$ cat config.mk
export PLATFORM = sky130hd
export DESIGN_NAME = tlb_page_translation_core
export DESIGN_NICKNAME = d
export VERILOG_FILES = /design/src/sv/tlbpt_pkg.sv /design/src/sv/tlbpt_tlb.sv /design/src/sv/tlbpt_page_table.sv /design/src/sv/tlb_page_translation_core.sv
export SDC_FILE = /design/constraint.sdc
export NUM_CORES = 2
export LEC_CHECK = 0
export BUFFER_PORTS_ARGS = -buffer_cell sky130_fd_sc_hd__clkbuf_2
export CORE_MARGIN = 8
export CORE_UTILIZATION = 55
export CTS_BUF_LIST = sky130_fd_sc_hd__clkbuf_4 sky130_fd_sc_hd__clkbuf_8 sky130_fd_sc_hd__clkbuf_16
export DETAILED_ROUTE_END_ITERATION = 7
export PLACE_DENSITY = 0.77
export SETUP_SLACK_MARGIN = 0.2
export SLEW_MARGIN = 20
export SYNTH_ARGS = -nofsm -noshare
export SYNTH_HDL_FRONTEND = slang
export SYNTH_SLANG_ARGS = --single-unit
$ cat constraint.sdc
create_clock -name clk -period 15.5 [get_ports clk]
set_input_delay 2.325 -clock clk [delete_from_list [all_inputs] [get_ports clk]]
set_output_delay 2.325 -clock clk [all_outputs]
set_load 0.1 [all_outputs]
$ cat src/sv/tlbpt_pkg.sv
// ----------------------------------------------------------------------------
// tlbpt_pkg
// Shared constants and types for the page translation core.
// ----------------------------------------------------------------------------
package tlbpt_pkg;

    localparam int TLB_ENTRIES_DEF = 16;
    localparam int PAGE_COUNT_DEF  = 256;
    localparam int OFFSET_BITS_DEF = 8;

    localparam int VA_W  = 16;
    localparam int PA_W  = 16;
    localparam int CNT_W = 32;

    // stream payload widths
    localparam int IN_TDATA_W  = VA_W;
    localparam int OUT_TDATA_W = PA_W + 3 * CNT_W;
    localparam int OUT_TUSER_W = 2;

    // tuser bit positions on the result stream
    localparam int TUSER_HIT   = 0;
    localparam int TUSER_FAULT = 1;

    typedef enum logic {
        ST_IDLE,
        ST_LOOKUP
    } state_t;

endpackage

$ cat src/sv/tlbpt_tlb.sv
// ----------------------------------------------------------------------------
// tlbpt_tlb
// Fully associative translation buffer with round-robin (fifo) refill.
// ----------------------------------------------------------------------------
module tlbpt_tlb
    import tlbpt_pkg::*;
#(
    parameter int TLB_ENTRIES = TLB_ENTRIES_DEF,
    parameter int PAGE_W      = 8,
    parameter int FRAME_W     = 8
)
(
    input  logic               clk,
    input  logic               rst_n,
    input  logic [PAGE_W-1:0]  lookup_page,
    output logic               hit,
    output logic [FRAME_W-1:0] hit_frame,
    input  logic               fill_en,
    input  logic [PAGE_W-1:0]  fill_page,
    input  logic [FRAME_W-1:0] fill_frame
);

    localparam int IDX_W = $clog2(TLB_ENTRIES);

    logic [PAGE_W-1:0]  tlb_page_reg  [TLB_ENTRIES];
    logic [FRAME_W-1:0] tlb_frame_reg [TLB_ENTRIES];
    logic [TLB_ENTRIES-1:0] tlb_valid_reg;
    logic [IDX_W-1:0]   fifo_ptr_reg;
    logic [IDX_W-1:0]   fifo_ptr_next;
    logic [TLB_ENTRIES-1:0] match_vec;

    always_comb
    begin
        for (int i = 0; i < TLB_ENTRIES; i++)
        begin
            match_vec[i] = tlb_valid_reg[i] && (tlb_page_reg[i] == lookup_page);
        end
    end

    // lowest matching slot wins
    always_comb
    begin
        hit_frame = '0;
        for (int i = TLB_ENTRIES - 1; i >= 0; i--)
        begin
            if (match_vec[i])
            begin
                hit_frame = tlb_frame_reg[i];
            end
        end
        hit = |match_vec;
    end

    assign fifo_ptr_next = (fifo_ptr_reg == IDX_W'(TLB_ENTRIES - 1)) ? '0
                         : fifo_ptr_reg + IDX_W'(1);

    always_ff @(posedge clk or negedge rst_n)
    begin
        if (!rst_n)
        begin
            tlb_valid_reg <= '0;
            fifo_ptr_reg  <= '0;
        end
        else if (fill_en)
        begin
            tlb_valid_reg[fifo_ptr_reg] <= 1'b1;
            fifo_ptr_reg                <= fifo_ptr_next;
        end
    end

    always_ff @(posedge clk)
    begin
        if (fill_en)
        begin
            tlb_page_reg[fifo_ptr_reg]  <= fill_page;
            tlb_frame_reg[fifo_ptr_reg] <= fill_frame;
        end
    end

`ifndef SYNTHESIS
    // entries are only filled on a miss, so a page never sits in two slots
    a_single_match: assert property (@(posedge clk) disable iff (!rst_n)
        $onehot0(match_vec))
        else $error("tlb holds the same page in more than one slot");
`endif

endmodule

$ cat src/sv/tlbpt_page_table.sv
// ----------------------------------------------------------------------------
// tlbpt_page_table
// Page table memory: resident flag and frame per page, registered read,
// cleared by a sweep after reset.
// ----------------------------------------------------------------------------
module tlbpt_page_table
    import tlbpt_pkg::*;
#(
    parameter int PAGE_COUNT = PAGE_COUNT_DEF,
    parameter int FRAME_W    = 8
)
(
    input  logic                          clk,
    input  logic                          rst_n,
    output logic                          ready,
    input  logic                          rd_en,
    input  logic [$clog2(PAGE_COUNT)-1:0] rd_page,
    output logic                          rd_resident,
    output logic [FRAME_W-1:0]            rd_frame,
    input  logic                          wr_en,
    input  logic [$clog2(PAGE_COUNT)-1:0] wr_page,
    input  logic [FRAME_W-1:0]            wr_frame
);

    localparam int PAGE_W  = $clog2(PAGE_COUNT);
    localparam int ENTRY_W = FRAME_W + 1;

    logic [ENTRY_W-1:0] mem [PAGE_COUNT];
    logic [ENTRY_W-1:0] rd_data_reg;
    logic               clr_active_reg;
    logic [PAGE_W-1:0]  clr_addr_reg;
    logic               mem_we;
    logic [PAGE_W-1:0]  mem_waddr;
    logic [ENTRY_W-1:0] mem_wdata;

    // sweep writes non-resident entries while it runs
    always_comb
    begin
        mem_we    = clr_active_reg || wr_en;
        mem_waddr = clr_active_reg ? clr_addr_reg : wr_page;
        mem_wdata = clr_active_reg ? '0 : {1'b1, wr_frame};
    end

    always_ff @(posedge clk or negedge rst_n)
    begin
        if (!rst_n)
        begin
            clr_active_reg <= 1'b1;
            clr_addr_reg   <= '0;
        end
        else if (clr_active_reg)
        begin
            clr_addr_reg <= clr_addr_reg + PAGE_W'(1);
            if (clr_addr_reg == PAGE_W'(PAGE_COUNT - 1))
            begin
                clr_active_reg <= 1'b0;
            end
        end
    end

    always_ff @(posedge clk)
    begin
        if (mem_we)
        begin
            mem[mem_waddr] <= mem_wdata;
        end
        if (rd_en)
        begin
            rd_data_reg <= mem[rd_page];
        end
    end

    assign ready       = !clr_active_reg;
    assign rd_resident = rd_data_reg[FRAME_W];
    assign rd_frame    = rd_data_reg[FRAME_W-1:0];

endmodule

$ cat src/sv/tlb_page_translation_core.sv
// ----------------------------------------------------------------------------
// tlb_page_translation_core
// Virtual to physical address translation with a small fully associative
// tlb, fifo refill and demand paging through an on-chip page table.
//
//  channel   dir  signals                      contents
//  s_axis    in   tvalid tready tdata[15:0]    virtual address
//  m_axis    out  tvalid tready tdata[111:0]   phys addr, access/tlb/table counts
//                 tuser[1:0]                   tlb hit, page fault
//
//  each transfer: tlb compare and page table read on accept, then resolve,
//  write back and load the output register in the lookup state, as the
//  page table read is registered; after reset the page table is swept
//  clear and no input is taken until the sweep ends
//  a result waits in the output register; a stalled output holds the next
//  item in the lookup state until the register frees up
// ----------------------------------------------------------------------------
module tlb_page_translation_core
    import tlbpt_pkg::*;
#(
    parameter int TLB_ENTRIES = TLB_ENTRIES_DEF,
    parameter int PAGE_COUNT  = PAGE_COUNT_DEF,
    parameter int OFFSET_BITS = OFFSET_BITS_DEF
)
(
    input  logic                   clk,
    input  logic                   rst_n,
    input  logic                   s_axis_tvalid,
    output logic                   s_axis_tready,
    input  logic [IN_TDATA_W-1:0]  s_axis_tdata,   // [15:0] virtual_address
    output logic                   m_axis_tvalid,
    input  logic                   m_axis_tready,
    output logic [OUT_TDATA_W-1:0] m_axis_tdata,   // [15:0] physical_address,
                                                   // [47:16] access_count,
                                                   // [79:48] tlb_hit_count,
                                                   // [111:80] table_hit_count
    output logic [OUT_TUSER_W-1:0] m_axis_tuser    // [0] tlb_hit, [1] page_fault
);

    localparam int PAGE_W  = $clog2(PAGE_COUNT);
    localparam int FRAME_W = $clog2(PAGE_COUNT);
    localparam int NF_W    = $clog2(PAGE_COUNT + 1);

    function automatic logic [CNT_W-1:0] sat_inc(input logic [CNT_W-1:0] v);
        return (v == '1) ? v : v + CNT_W'(1);
    endfunction

    state_t state_reg;
    state_t state_next;

    logic                   accept;
    logic                   lookup_done;
    logic                   pt_ready;
    logic [VA_W-1:0]        vpn;
    logic [PAGE_W-1:0]      in_page;

    logic [PAGE_W-1:0]      page_reg;
    logic [OFFSET_BITS-1:0] offset_reg;
    logic                   hit_reg;
    logic [FRAME_W-1:0]     hit_frame_reg;

    logic                   tlb_hit;
    logic [FRAME_W-1:0]     tlb_hit_frame;
    logic                   pt_resident;
    logic [FRAME_W-1:0]     pt_frame;

    logic                   fault;
    logic                   table_hit;
    logic [FRAME_W-1:0]     frame;
    logic [31:0]            phys_wide;

    logic [NF_W-1:0]        next_free_reg;
    logic [CNT_W-1:0]       access_cnt_reg;
    logic [CNT_W-1:0]       access_cnt_next;
    logic [CNT_W-1:0]       tlb_hit_cnt_reg;
    logic [CNT_W-1:0]       tlb_hit_cnt_next;
    logic [CNT_W-1:0]       table_hit_cnt_reg;
    logic [CNT_W-1:0]       table_hit_cnt_next;

    logic                   out_valid_reg;
    logic [OUT_TDATA_W-1:0] out_data_reg;
    logic [OUT_TUSER_W-1:0] out_user_reg;

    // ---------------- address split ----------------
    assign vpn     = s_axis_tdata >> OFFSET_BITS;
    assign in_page = vpn[PAGE_W-1:0];

    // ---------------- control ----------------
    always_comb
    begin
        state_next = state_reg;
        case (state_reg)
            ST_IDLE:
            begin
                if (accept)
                begin
                    state_next = ST_LOOKUP;
                end
            end
            ST_LOOKUP:
            begin
                if (lookup_done)
                begin
                    state_next = ST_IDLE;
                end
            end
            default: state_next = ST_IDLE;
        endcase
    end

    always_comb
    begin
        s_axis_tready = 1'b0;
        lookup_done   = 1'b0;
        case (state_reg)
            ST_IDLE:   s_axis_tready = pt_ready;
            ST_LOOKUP: lookup_done   = !out_valid_reg || m_axis_tready;
            default:
            begin
                s_axis_tready = 1'b0;
                lookup_done   = 1'b0;
            end
        endcase
    end

    assign accept = s_axis_tvalid && s_axis_tready;

    always_ff @(posedge clk or negedge rst_n)
    begin
        if (!rst_n)
        begin
            state_reg <= ST_IDLE;
        end
        else
        begin
            state_reg <= state_next;
        end
    end

    // tlb compare and page table read on accept
    tlbpt_tlb #(
        .TLB_ENTRIES (TLB_ENTRIES),
        .PAGE_W      (PAGE_W),
        .FRAME_W     (FRAME_W)
    ) u_tlb (
        .clk         (clk),
        .rst_n       (rst_n),
        .lookup_page (in_page),
        .hit         (tlb_hit),
        .hit_frame   (tlb_hit_frame),
        .fill_en     (lookup_done && !hit_reg),
        .fill_page   (page_reg),
        .fill_frame  (frame)
    );

    tlbpt_page_table #(
        .PAGE_COUNT  (PAGE_COUNT),
        .FRAME_W     (FRAME_W)
    ) u_page_table (
        .clk         (clk),
        .rst_n       (rst_n),
        .ready       (pt_ready),
        .rd_en       (accept),
        .rd_page     (in_page),
        .rd_resident (pt_resident),
        .rd_frame    (pt_frame),
        .wr_en       (lookup_done && fault),
        .wr_page     (page_reg),
        .wr_frame    (next_free_reg[FRAME_W-1:0])
    );

    always_ff @(posedge clk)
    begin
        if (accept)
        begin
            page_reg      <= in_page;
            offset_reg    <= s_axis_tdata[OFFSET_BITS-1:0];
            hit_reg       <= tlb_hit;
            hit_frame_reg <= tlb_hit_frame;
        end
    end

    // resolve and write back in the lookup state
    always_comb
    begin
        fault     = !hit_reg && !pt_resident;
        table_hit = !hit_reg && pt_resident;
        if (hit_reg)
        begin
            frame = hit_frame_reg;
        end
        else if (pt_resident)
        begin
            frame = pt_frame;
        end
        else
        begin
            frame = next_free_reg[FRAME_W-1:0];
        end
        phys_wide = (32'(frame) << OFFSET_BITS) | 32'(offset_reg);

        access_cnt_next    = sat_inc(access_cnt_reg);
        tlb_hit_cnt_next   = hit_reg ? sat_inc(tlb_hit_cnt_reg) : tlb_hit_cnt_reg;
        table_hit_cnt_next = table_hit ? sat_inc(table_hit_cnt_reg) : table_hit_cnt_reg;
    end

    always_ff @(posedge clk or negedge rst_n)
    begin
        if (!rst_n)
        begin
            next_free_reg     <= '0;
            access_cnt_reg    <= '0;
            tlb_hit_cnt_reg   <= '0;
            table_hit_cnt_reg <= '0;
        end
        else if (lookup_done)
        begin
            access_cnt_reg    <= access_cnt_next;
            tlb_hit_cnt_reg   <= tlb_hit_cnt_next;
            table_hit_cnt_reg <= table_hit_cnt_next;
            if (fault && (next_free_reg != NF_W'(PAGE_COUNT)))
            begin
                next_free_reg <= next_free_reg + NF_W'(1);
            end
        end
    end

    // ---------------- output register ----------------
    always_ff @(posedge clk or negedge rst_n)
    begin
        if (!rst_n)
        begin
            out_valid_reg <= 1'b0;
        end
        else if (lookup_done)
        begin
            out_valid_reg <= 1'b1;
        end
        else if (m_axis_tready)
        begin
            out_valid_reg <= 1'b0;
        end
    end

    always_ff @(posedge clk)
    begin
        if (lookup_done)
        begin
            out_data_reg <= {table_hit_cnt_next, tlb_hit_cnt_next, access_cnt_next,
                             phys_wide[PA_W-1:0]};
            out_user_reg[TUSER_HIT]   <= hit_reg;
            out_user_reg[TUSER_FAULT] <= fault;
        end
    end

    assign m_axis_tvalid = out_valid_reg;
    assign m_axis_tdata  = out_data_reg;
    assign m_axis_tuser  = out_user_reg;

`ifndef SYNTHESIS
    a_hit_no_fault: assert property (@(posedge clk) disable iff (!rst_n)
        m_axis_tvalid |-> !(m_axis_tuser[TUSER_HIT] && m_axis_tuser[TUSER_FAULT]))
        else $error("result flags both tlb hit and page fault");

    a_no_take_in_sweep: assert property (@(posedge clk) disable iff (!rst_n)
        !pt_ready |-> !s_axis_tready)
        else $error("input taken while page table sweep runs");

    a_accept_to_lookup: assert property (@(posedge clk) disable iff (!rst_n)
        accept |=> (state_reg == ST_LOOKUP))
        else $error("accepted transfer did not enter lookup");

    a_done_loads_out: assert property (@(posedge clk) disable iff (!rst_n)
        lookup_done |=> (m_axis_tvalid && (state_reg == ST_IDLE)))
        else $error("finished lookup did not present a result");
`endif

endmodule
* Yosys cells after proc, flatten, opt, wreduce, memory -nomap -nowiden
Memory sizes are Yosys's and may differ from the RTL's. A register that Yosys moved wholly into a read port is not among the register bits. Cells that the tools add are included.
Storage, ports and cells: register bits after elaboration 275, bits in latches 0, RAM bits 2560, bits in read-only memories 0, output and inout port bits 116, memories 3
Memory list:
- u_page_table.mem | depth 256, bits a word 9, rd ports 1, clocked after Yosys merged registers in 1, wr ports 1, RTL line tlbpt_page_table.sv:28 | logic [ENTRY_W-1:0] mem [PAGE_COUNT];
- u_tlb.tlb_frame_reg | depth 16, bits a word 8, rd ports 16, clocked after Yosys merged registers in 0, wr ports 1, RTL line tlbpt_tlb.sv:26 | logic [FRAME_W-1:0] tlb_frame_reg [TLB_ENTRIES];
- u_tlb.tlb_page_reg | depth 16, bits a word 8, rd ports 16, clocked after Yosys merged registers in 0, wr ports 1, RTL line tlbpt_tlb.sv:25 | logic [PAGE_W-1:0] tlb_page_reg [TLB_ENTRIES];
Operators by class: $add $sub $neg 6, multiply operators 0, divide/modulo/power cells 0, $lt $le $gt $ge 2, equality and inequality tests 22, shifts and indexed selects 0, muxes and demuxes 41, bitwise operators 3, reductions and logical operators 32
Operators by type and width (count):
- $mux W32 | 5
- $mux W8 | 19
- $eq A8 B8 Y1 | 16
- $add A32 B1 Y32 const B | 3
- $eq A32 B32 Y1 const B | 3
- $logic_and A1 B1 Y1 | 23
- $or A16 B16 Y16 | 1
- $or A16 B8 Y16 | 1
- $reduce_or A16 Y1 | 1
- $mux W1 | 13
- $add A9 B1 Y9 const B | 1
- $mux W9 | 1
- $ne A9 B9 Y1 const B | 1
- $add A8 B1 Y8 const B | 1
- $eq A8 B8 Y1 const B | 1
- $lt A4 B5 Y1 const B | 1
- $add A4 B1 Y4 const B | 1
- $demux W1 S4 | 1
- $eq A4 B4 Y1 const B | 1
- $ge A4 B1 Y1 const B | 1
- $logic_not A1 Y1 | 4
- $mux W4 | 1
- $logic_or A1 B1 Y1 | 2
- $pmux W1 S2 | 1
- 3 further kinds | 3

* Longest topological paths before layout
An unclocked memory read counts as a cell.
depth after elaboration 19, depth in mapped cells 13

* Hierarchy
From an unflattened synthesis, not the netlist that was laid out.
Second synthesis, totals: cells, all modules 5968, area, all modules 112910.8 µm²
Modules (own cells, without submodules):
- tlbpt_page_table | times used 1, cells an instance 4244, area each 89661.0 µm²
- tlbpt_tlb | times used 1, cells an instance 785, area each 11911.4 µm²
- tlb_page_translation_core | times used 1, cells an instance 939, area each 11338.4 µm²

* Worst setup path after synthesis
Ideal clock, no wire load.
path type flip-flop to flip-flop, start register u_page_table.clr_active_reg, end memory u_page_table.mem[0][3] (netlist name) (data pin), data arrival time 7222 ps, required time 14048 ps, slack 6826 ps, stages on the path, launching flop included 5, cells stage by stage dfstp_2 -> buf_1 -> clkbuf_1 -> buf_1 -> nor2b_1
Between the ends: cells in the longest elaborated chain, start to end 1
RTL lines:
- start, declared | RTL line tlbpt_page_table.sv:30 | logic clr_active_reg;
- start signal, assigned | RTL line tlbpt_page_table.sv:48 | clr_active_reg <= 1'b1;
- start signal, assigned | RTL line tlbpt_page_table.sv:56 | clr_active_reg <= 1'b0;
- $mux W9 | RTL line tlbpt_page_table.sv:41 | mem_wdata = clr_active_reg ? '0 : {1'b1, wr_frame};
- net u_page_table.mem_wdata[3] | RTL line tlbpt_page_table.sv:34 | logic [ENTRY_W-1:0] mem_wdata;
- end, declared | RTL line tlbpt_page_table.sv:28
The timed path passes the listed nets, and every way through them passes these cells.

==> impl_metrics.ini <==
[sta]
slew-limit-headroom_pct = 17.8
final-setup-viol-count = 0
timing.clock.skew_ns = 0.0697
finalCritPeriodShare_pct = 42.0
grt_setup_unrepaired = false
max_clock_freq_ghz = 0.153
slew_of_the_pin_with_the_lowest_slew_margin_ns = 1.23
final_number_of_max_transition_violations = 0
tns_ns = 0
hold_violations = 0
finalCriticalPeriod_ns = 6.52

[clocking]
cts_tree = built
worstSkewPairLatency_ns = 0.93
clockBufferDepth = 4
tritoncts_num_sinks = 2844
ctsHtreeMaxLevel = 5
cts.repair.resized = 0
ctsRootBufferMaster = sky130_fd_sc_hd__clkbuf_16
cts_hold_buffers = 0
postCtsSetupRepairBufs = 0
clkTransAtPathRegs_ns = 0.06
numCtsBuffers = 294

[die]
die_area_um2 = 217000
core.rowCount = 165
die_width_um = 465
chipHeight_um = 465
start_util_pct = 55.1
core_area_um2 = 201000
io_pins = 136

[global_routing]
grt.total_usage_pct = 23.9
grt_max_degree = 257
global_route.overflow_total = 0
antenna_found_initial = 12
grt_pass1_wl_um = 383000
grt_pass1_vias = 56200

[synthesis]
synth.largest_area_cell = sky130_fd_sc_hd__edfxtp_1
synth_largest_type_area_fraction_pct = 73.2
synth-compound-area-share_pct = 1.38
postSynth.asyncResetShare_pct = 4.78
synthDistinctLibCells = 67
post_synth_inst_count = 5361
yosys.area_share.adder_pct = 0.113
post_synth_instance_area_um2 = 111000
avg_inst_size_synth_um2 = 20.7
postSynth.topFlopCell = sky130_fd_sc_hd__edfxtp_1
synthesis.nets = 5391
synth.mux.area_fraction_pct = 14.8
ys_top_cells_by_area = sky130_fd_sc_hd__edfxtp_1 73%, sky130_fd_sc_hd__mux4_2 15%, sky130_fd_sc_hd__dfrtp_1 3.0%
synth_edf_count = 2708
commonest_cells_in_the_netlist = 2708 x sky130_fd_sc_hd__edfxtp_1, 720 x sky130_fd_sc_hd__mux4_2, 410 x sky130_fd_sc_hd__nor2_1, 225 x sky130_fd_sc_hd__xnor2_1, 198 x sky130_fd_sc_hd__nand2_1
sequential_cell_area_fraction_in_the_yosys_report_pct = 76.3
synth_xor_xnor_area_share_pct = 2.60
ys.warnings.count = 0
share_of_synthesized_cell_area_in_and_or_nand_and_nor_gates_pct = 3.66
synth_top_family_by_area = multiplexers
post-synth-top-count-cell = sky130_fd_sc_hd__edfxtp_1
synth_seq_cells = 2844

[worst_setup_path]
crit_path_start_kind = primary input
required_ns = 16.14
ff2ff_setup_slack_ns = 10.18
critical_path.endpoint_type = flip-flop
critical_path.max_fanout = 73
critical_path.reg2reg.startpoint = u_page_table.clr_active_reg$_DFF_PN1_
critical_path.startpoint = s_axis_tdata[8]
timing.setup.critical_path_class = in -> reg
crit_arrival_ns = 7.15

[placement]
io_buffer_count = 135
globalplace.congestion = 0.843
detailed_place_hpwl_um = 147000

[job]
cap_viol_max_count = 0

[routing]
dr_total_vias = 55100
avgViaCountPerCell = 6.48
ant_nets = 0
drt_pass1_iterations = 8
route.detailed.drc = 2
drt-wirelength-per-cell_um = 30.9
dr.first_iter.drc_count = 7232
detail_route.wirelength_um = 263000

[outcome]
violations = design-rule violations
status = finished with violations

[cells_and_area]
flow.area_growth_from_synthesis_pct = 12.4
proportion_of_layout_cells_with_a_drive_suffix_above_1_pct = 26.7
nNetsFinal = 5659
largest_register_ff_count = 2304
utilization_pct = 61.9

[min_path]
worstHoldPathType = reg -> reg
worstHoldStart = offset_reg[1]$_DFFE_PP_

[power]
peakVddDrop_v = 0.000101
total_leakage_power_nw = 41.5
cellPowerDensity_nw_per_um2 = 140
-- layer usage --
metal	up-vias	GRT usage [%]	wire [um]
met5	-	0	27
met1	28700	31.6	95800
li1	22300	-	-
met2	3490	39.7	131000
met3	602	5.49	26500
met4	4	8.19	9660
-- worst max-delay path, stage by stage --
cell	delay, ns
sky130_fd_sc_hd__buf_8	0.60
sky130_fd_sc_hd__buf_4	0.89
sky130_fd_sc_hd__buf_4	0.88
sky130_fd_sc_hd__mux4_2	0.63
sky130_fd_sc_hd__mux4_2	0.47
sky130_fd_sc_hd__a22oi_1	0.52
sky130_fd_sc_hd__a21oi_1	0.19
sky130_fd_sc_hd__or4_1	0.51
-- kinds of logic after synthesis --
family,count (synthesis)
flip-flops,2844
AND/OR/NAND/NOR,903
multiplexers,738
XOR/XNOR,330
buffers and inverters,313
AO/OA/AOI/OAI,223
adder cells (fa/ha/maj),10
-- final timing paths --
path                                                               to  cells after the start
worst max-delay path            u_page_table.rd_data_reg[8]$_DFFE_PP_                      8
worst min-delay path                        m_axis_tdata[1]$_DFFE_PP_                      0
worst max register to register      u_page_table.mem[87][3]$_DFFE_PP_                      4
worst min register to register              m_axis_tdata[1]$_DFFE_PP_                      0
max in group asynchronous              access_cnt_reg[10]$_DFFE_PN0P_                      2
min in group asynchronous           u_tlb.fifo_ptr_reg[2]$_DFFE_PN0P_                      1
-- where the power goes --
part | internal [mW] | total, mW | switching (mW)
registers | 8.93 | 9.04 | 0.100
logic | 0.305 | 1.41 | 1.10
clock network | 4.19 | 7.04 | 2.85
total | 13.4 | 17.5 | 4.05
-- area by class of cell --
type	count	area (um2)
antenna	6	15.0
clock buffer	369	8100
clock inverter	129	1420
fill	13000	76700
inverter	42	168
multi-input combinational	2204	25300
sequential	2844	84700
tap	2672	3340
timing repair buffer	243	1710
-- layout by cell type, fill, tap and decap left out, drive strengths merged, types with 13 or more instances in the layout --
cell,instances
buf,112
o21ai,27
a22oi,83
inv,46
and2,15
xor2,105
xnor2,225
nor3,48
nand3,83
clkinv,85
or2,22
or4,13
dfrtp,135
and3,16
clkbuf,500
nand2,200
nand4,48
edfxtp,2708
mux4,720
nor2,412
bufinv,30
a21oi,48
-- stage by stage --
| step | hold WS [ns] | total power [mW] | area, um2 | setup slack, ns | cells |
|---|---|---|---|---|---|
| 6_report | 0.431 | 17.5 | 125000 | 8.98 | 8509 |
| 5_1_grt | 0.431 | 17.9 | 125000 | 8.75 | 8505 |
| 4_1_cts | 0.430 | 17.5 | 125000 | 8.96 | 8500 |
| 3_5_place_dp | 0.410 | 10.6 | 115000 | 8.04 | 8002 |
| 3_3_place_gp | 0.418 | 10.5 | 115000 | 8.14 | 8001 |
| 2_1_floorplan | 0.400 | 10.2 | 111000 | 6.83 | 5361 |
No activity file was read; power rests on OpenSTA's default activity.
